File: config.mk
export PLATFORM = sky130hd
export DESIGN_NAME = vla_div
export DESIGN_NICKNAME = d
export VERILOG_FILES = /design/src/rtl/vla_pkg.sv /design/src/rtl/vla_div.sv
export SDC_FILE = /design/constraint.sdc
export NUM_CORES = 2
export LEC_CHECK = 0
export BUFFER_PORTS_ARGS = -buffer_cell sky130_fd_sc_hd__buf_4
export CORE_UTILIZATION = 59
export CTS_BUF_LIST = sky130_fd_sc_hd__clkbuf_16
export DETAILED_ROUTE_END_ITERATION = 7
export GPL_TIMING_DRIVEN = 0
export PLACE_DENSITY_LB_ADDON = 0.08
export SLEW_MARGIN = 20
export SYNTH_ARGS = -nofsm -noshare
export SYNTH_HDL_FRONTEND = slang
export SYNTH_SLANG_ARGS = --single-unit
File: constraint.sdc
create_clock -name clk_i -period 4.28 [get_ports clk_i]
set_clock_uncertainty 0.05 [all_clocks]
set_input_delay 0.856 -clock clk_i [delete_from_list [all_inputs] [get_ports clk_i]]
set_output_delay 0.856 -clock clk_i [all_outputs]
set_load 0.03 [all_outputs]
File: src/rtl/vla_pkg.sv
// Shared types, constants and arithmetic helpers for the four-lane vector ALU.
// No dependencies; every other file imports this package.
package vla_pkg;

  localparam int WORD_BITS   = 32;
  localparam int FRAC_BITS   = 16;
  localparam int TOL_BITS    = 16;
  localparam int LANES       = 4;
  localparam int PROD_BITS   = 2 * WORD_BITS;
  localparam int ACC_BITS    = PROD_BITS + 2;
  localparam int ROOT_BITS   = ACC_BITS / 2;
  localparam int REM_BITS    = ROOT_BITS + 2;
  localparam int SQRT_STAGES = ROOT_BITS;
  localparam int QUO_BITS    = FRAC_BITS + 1;
  localparam int DIVD_BITS   = WORD_BITS + FRAC_BITS + 1;
  localparam int TRIAL_BITS  = DIVD_BITS + 1;
  localparam int DIV_STAGES  = QUO_BITS + 1;
  localparam int MZ_TAP      = SQRT_STAGES;
  localparam int SIDE_DEPTH  = MZ_TAP + DIV_STAGES + 1;

  localparam logic [TOL_BITS-1:0] TOL_RESET = TOL_BITS'(7);

  localparam logic signed [ACC_BITS-1:0] WMAX_ACC =
    {{(ACC_BITS-WORD_BITS+1){1'b0}}, {(WORD_BITS-1){1'b1}}};
  localparam logic signed [ACC_BITS-1:0] WMIN_ACC = ~WMAX_ACC;
  localparam logic signed [ACC_BITS-1:0] RND_HALF = ACC_BITS'(1) << (FRAC_BITS-1);

  typedef enum logic [2:0] {
    OP_ADD, OP_SUB, OP_SCALE, OP_NEG, OP_DOT, OP_MAG, OP_NORM, OP_CMP
  } op_e;

  typedef struct packed {
    op_e                         operation;
    logic signed [WORD_BITS-1:0] a_x;
    logic signed [WORD_BITS-1:0] a_y;
    logic signed [WORD_BITS-1:0] a_z;
    logic signed [WORD_BITS-1:0] a_w;
    logic signed [WORD_BITS-1:0] b_x;
    logic signed [WORD_BITS-1:0] b_y;
    logic signed [WORD_BITS-1:0] b_z;
    logic signed [WORD_BITS-1:0] b_w;
    logic signed [WORD_BITS-1:0] scale_factor;
  } in_item_t;

  typedef struct packed {
    logic signed [WORD_BITS-1:0] r_x;
    logic signed [WORD_BITS-1:0] r_y;
    logic signed [WORD_BITS-1:0] r_z;
    logic signed [WORD_BITS-1:0] r_w;
    logic signed [WORD_BITS-1:0] scalar_out;
    logic                        exact_equal;
    logic                        near_equal;
    logic                        zero_length_error;
  } out_item_t;

  // Everything that rides alongside the square root and divider pipelines.
  typedef struct packed {
    logic                              valid;
    op_e                               op;
    logic [LANES-1:0][WORD_BITS-1:0]   vec;
    logic [WORD_BITS-1:0]              scalar;
    logic                              eq;
    logic                              near;
    logic [LANES-1:0]                  aneg;
    logic [LANES-1:0][WORD_BITS-1:0]   amag;
    logic                              mzero;
  } side_t;

  function automatic logic signed [WORD_BITS-1:0] sat_word(
    input logic signed [ACC_BITS-1:0] x);
    logic signed [ACC_BITS-1:0] c;
    c = x;
    if (x > WMAX_ACC) c = WMAX_ACC;
    if (x < WMIN_ACC) c = WMIN_ACC;
    return c[WORD_BITS-1:0];
  endfunction

  // Drop the fraction bits, round to nearest with ties toward +inf.
  function automatic logic signed [ACC_BITS-1:0] round_frac(
    input logic signed [ACC_BITS-1:0] x);
    return (x + RND_HALF) >>> FRAC_BITS;
  endfunction

endpackage

File: src/rtl/vla_div.sv
// Per-lane restoring divider for normalize: round(|a| * 2^FRAC / m).
// Depends on vla_pkg. One setup stage, then one quotient bit per stage.
module vla_div import vla_pkg::*; (
  input  logic                 clk_i,
  input  logic                 en_i,
  input  logic [ROOT_BITS-1:0] m_i,
  input  logic [WORD_BITS-1:0] mag_i,
  input  logic                 neg_i,
  output logic [QUO_BITS-1:0]  q_o,
  output logic                 neg_o
);

  logic [DIVD_BITS-1:0] rem_q [DIV_STAGES];
  logic [ROOT_BITS-1:0] m_q   [DIV_STAGES];
  logic [QUO_BITS-1:0]  q_q   [DIV_STAGES];
  logic                 neg_q [DIV_STAGES];

  // Adding m/2 up front turns the truncating divide into round-half-up.
  always_ff @(posedge clk_i) begin
    if (en_i) begin
      rem_q[0] <= DIVD_BITS'({mag_i, {FRAC_BITS{1'b0}}}) + DIVD_BITS'(m_i >> 1);
      m_q[0]   <= m_i;
      q_q[0]   <= '0;
      neg_q[0] <= neg_i;
    end
  end

  for (genvar k = 1; k < DIV_STAGES; k++) begin : g_stage
    localparam int J = QUO_BITS - k;
    logic [TRIAL_BITS-1:0] trial;
    logic                  ge;
    logic [QUO_BITS-1:0]   qn;

    assign trial = TRIAL_BITS'(m_q[k-1]) << J;
    assign ge    = (TRIAL_BITS'(rem_q[k-1]) >= trial);

    always_comb begin
      qn    = q_q[k-1];
      qn[J] = ge;
    end

    always_ff @(posedge clk_i) begin
      if (en_i) begin
        rem_q[k] <= ge ? DIVD_BITS'(TRIAL_BITS'(rem_q[k-1]) - trial) : rem_q[k-1];
        m_q[k]   <= m_q[k-1];
        q_q[k]   <= qn;
        neg_q[k] <= neg_q[k-1];
      end
    end
  end

  assign q_o   = q_q[DIV_STAGES-1];
  assign neg_o = neg_q[DIV_STAGES-1];

endmodule

==> impl_metrics.toml <==
[clocking]
htree_levels = 4
clk_latency_ns = 0.78
clockBufferDepth = 3
clock-sinks = 1413
cts-root-buf = "clkbuf_16"
cts_buffers = 152
cts_tree = "done"
clkSlewWorstSetupHoldPaths_ns = 0.07

[placement]
placedCellCount = 9490
gp_congestion = 0.9784
pre_cts_ws_ns = -0.8304
io_buffer_count = 85
dp_hpwl_mm = 163.9

[layout]
final_cells = 9779
layout-drive-gt1-share_pct = 7.240
area_growth_pct = 10.70
fill_cells = 10790
final_util_pct = 65.97
num-nets-final = 8523

[run_status]
violations = "setup timing"
outcome = "finished with violations"

[sta]
layout_min_cycle_time_ns = 4.294
fin_crit_sh_pct = 100.3
setup_ws_ns = -0.01418
tightest_slew_ns = 1.050
drv_slew = 0
holdWs_ns = 0.2030
fmax_mhz = 232.9
hold_viol = 0
maxSlewHeadroom_pct = 29.37
finalSetupViolations = 1

[power_and_ir_drop]
switchingPower_mw = 23.98
p_int_mw = 38.72
vdd_drop_max_uv = 529.4
comb_power_share_pct = 42.6
p_leak_nw = 36.43
p_total_mw = 62.70
p_sw_share_pct = 38.24
pwr-share-clk_pct = 21.0
pwr-share-seq_pct = 36.4
p_per_area_nw_per_um2 = 690.5

[detailed_routing]
ant_nets = 0
firstDrtPassIters = 8
routed_via_density = 6.114
drcViolationCount = 0
finalWirelength_mm = 213.6
num_vias = 59790
wl_per_cell_microns = 21.84
drt_iter0_markers = 6009

[logic_synthesis]
yosys-top-cells-count = "1413 x edfxtp_1, 691 x inv_1, 621 x nand2_1"
ys_seq_area_share_pct = 51.72
synthCells = 7601
synth_ff_type = "edfxtp_1"
synthesis.area_sq_um = 82030
synthArstFlopShare_pct = 0
ys_ff_latch = 1413
yosys.cell_types.count = 94
synth_top_area_share_pct = 51.72
synth.largest_area_cell = "edfxtp_1"
synth_edf_count = 1413
avgSynthCellArea_sq_um = 10.79
synth.most_common_cell = "edfxtp_1"
synth_fp_nets = 8263
synth_area_leaders = "edfxtp_1 52%, ha_1 8.8%, a21oi_1 3.7%"
synth_warnings = 0

[floorplanning]
pin_count = 86
core-area_sq_um = 137700
rows = 136
die-height_microns = 374.9
start_util_pct = 59.59
die_x_microns = 374.9
die_area_sq_um = 140500

[worst_setup_path]
cpMostUsedCell = "buf_4"
start_kind = "flop"
cp_cell_sequence = "inv_1 > ha_1 > nor2b_1 > o31a_1 > o211a_1 > o41ai_4 > o21ai_2 > a41oi_4 > a21oi_4 > a21boi_2 > buf_4 > buf_4 > buf_4 > nand2_1 > o21ai_1"
slowest_delay_ns = 0.53
rr_endpoint = "rem_q[9][34]"
worstRegToRegCells = 15
r2r-start = "m_q[8][9]"
crit_arrival_ns = 4.74
worstSetupPathType = "flop to flop"
path_max_fanout = 10
cp_slowest_cell = "edfxtp_1"
cp.required_ns = 4.73
ff2ff_setup_slack_ns = -0.01
cp-end-kind = "flop"

[min_path]
hold_start = "m_i[16]"
holdPathStages = 1
hp-class = "primary input to flop"
hold_end = "m_q[0][16]"

[global_routing]
antenna_found_initial = 8
grt_pass1_wl_mm = 323.5
grt_max_degree = 158
grt_usage_pct = 29.86
grt_pass1_vias = 56550
gr-total-overflow = 0

[job]
drv_cap = 0
[final cells by class]
| cell class | instances | area (sq um) | share of cell area (%) |
|---|---|---|---|
| Antenna cell | 2 | 5.005 | 0.005511 |
| Buffer | 187 | 838.3 | 0.9231 |
| Clock buffer | 153 | 3829 | 4.216 |
| Clock inverter | 123 | 1160 | 1.277 |
| Inverter | 696 | 2613 | 2.877 |
| Multi-Input combinational cell | 5304 | 36670 | 40.38 |
| Sequential cell | 1413 | 42430 | 46.72 |
| Tap cell | 1794 | 2245 | 2.472 |
| Timing Repair Buffer | 107 | 1023 | 1.127 |
[worst max path at each step]
stage,start,end,slack [ns],depth (start not counted)
after floorplan,m_i[17],rem_q[0][48],0.62,12
after global placement,en_i,rem_q[9][40],-9.76,1
after detailed placement,m_q[5][12],rem_q[6][34],-0.83,13
after CTS,m_q[3][14],rem_q[4][19],0.007,15
after global routing,rem_q[0][23],rem_q[1][29],-0.04,13
final,m_q[8][9],rem_q[9][34],-0.01,15
[sequential cells by signal, summed over array words and instances (netlist names)]
register and count:
q_q 153, neg_q 18, rem_q 691, m_q 551
[worst max-delay path: cells and delay by family, from the launching register on]
kind | cells | cell delay [ns]
buf+inv | 4 | 0.80
compound gates | 8 | 2.23
fa+ha+maj | 1 | 0.20
flops | 1 | 0.53
simple gates | 2 | 0.17
[metal layers]
layer	global-route usage (%)	vias up	wire length, microns
li1	-	28540	-
met1	42.05	28890	92970
met2	47.41	2011	98610
met3	5.751	350	16880
met4	7.856	2	5099
met5	0	-	8
[repair_timing]
action / 4_1_cts / 5_1_grt
gates resized for setup: 61 / 108
hold buffers: 0 / 0
setup buffers: 10 / 2
cloned: 0 / 0
setup endpoints to repair: 435 / 484
hold endpoints to repair: 0 / 0
pin swaps: 3 / 10
[per-stage QoR]
stage / setup TNS, ns / cell area (sq um)
final: -0.01418 / 90810
after global routing: -0.2997 / 90810
after CTS: 0 / 90450
after detailed placement: -119.60 / 85210
after global placement: - / 84920
after floorplan: 0 / 82030
[logic make-up (layout without fill, tap and decap cells)]
logic type                 Yosys count  in the layout  synth area share [%]
AOI/OAI and AO/OA                 2060           2060                 15.73
xor gates and xnor gates           594            594                 6.342
adders and majority gates          594            594                 9.215
buffers and inverters              884           1266                 4.089
DFF                               1413           1413                 51.72
muxes                               95             95                 1.290
other                                0              2                     0
and+or+nand+nor                   1961           1961                 11.61
[power by group through the flow]
stage | combinational, mW | sequential, mW | clock (mW)
after global placement | 25.4 | 23.3 | 0
after floorplan | 19.7 | 21.6 | 0
after CTS | 26.1 | 22.8 | 13.4
after global routing | 29.5 | 23.1 | 13.9
after detailed placement | 25.8 | 23.1 | 0
final | 26.7 | 22.8 | 13.2
[placed cells by master (no fill, tap or decap), drive strengths merged, types with 77 or more instances in the layout]
master / n
ha: 577
xor2: 267
o21ai: 546
nand4: 115
nor4: 77
nand2b: 93
a21oi: 614
inv: 736
nor3: 121
clkbuf: 310
mux2: 86
a21o: 306
nand3: 112
o21a: 77
buf: 137
nor2b: 92
nor2: 455
edfxtp: 1413
xnor2: 327
nand2: 621
No activity file was read; power rests on OpenSTA's default activity.
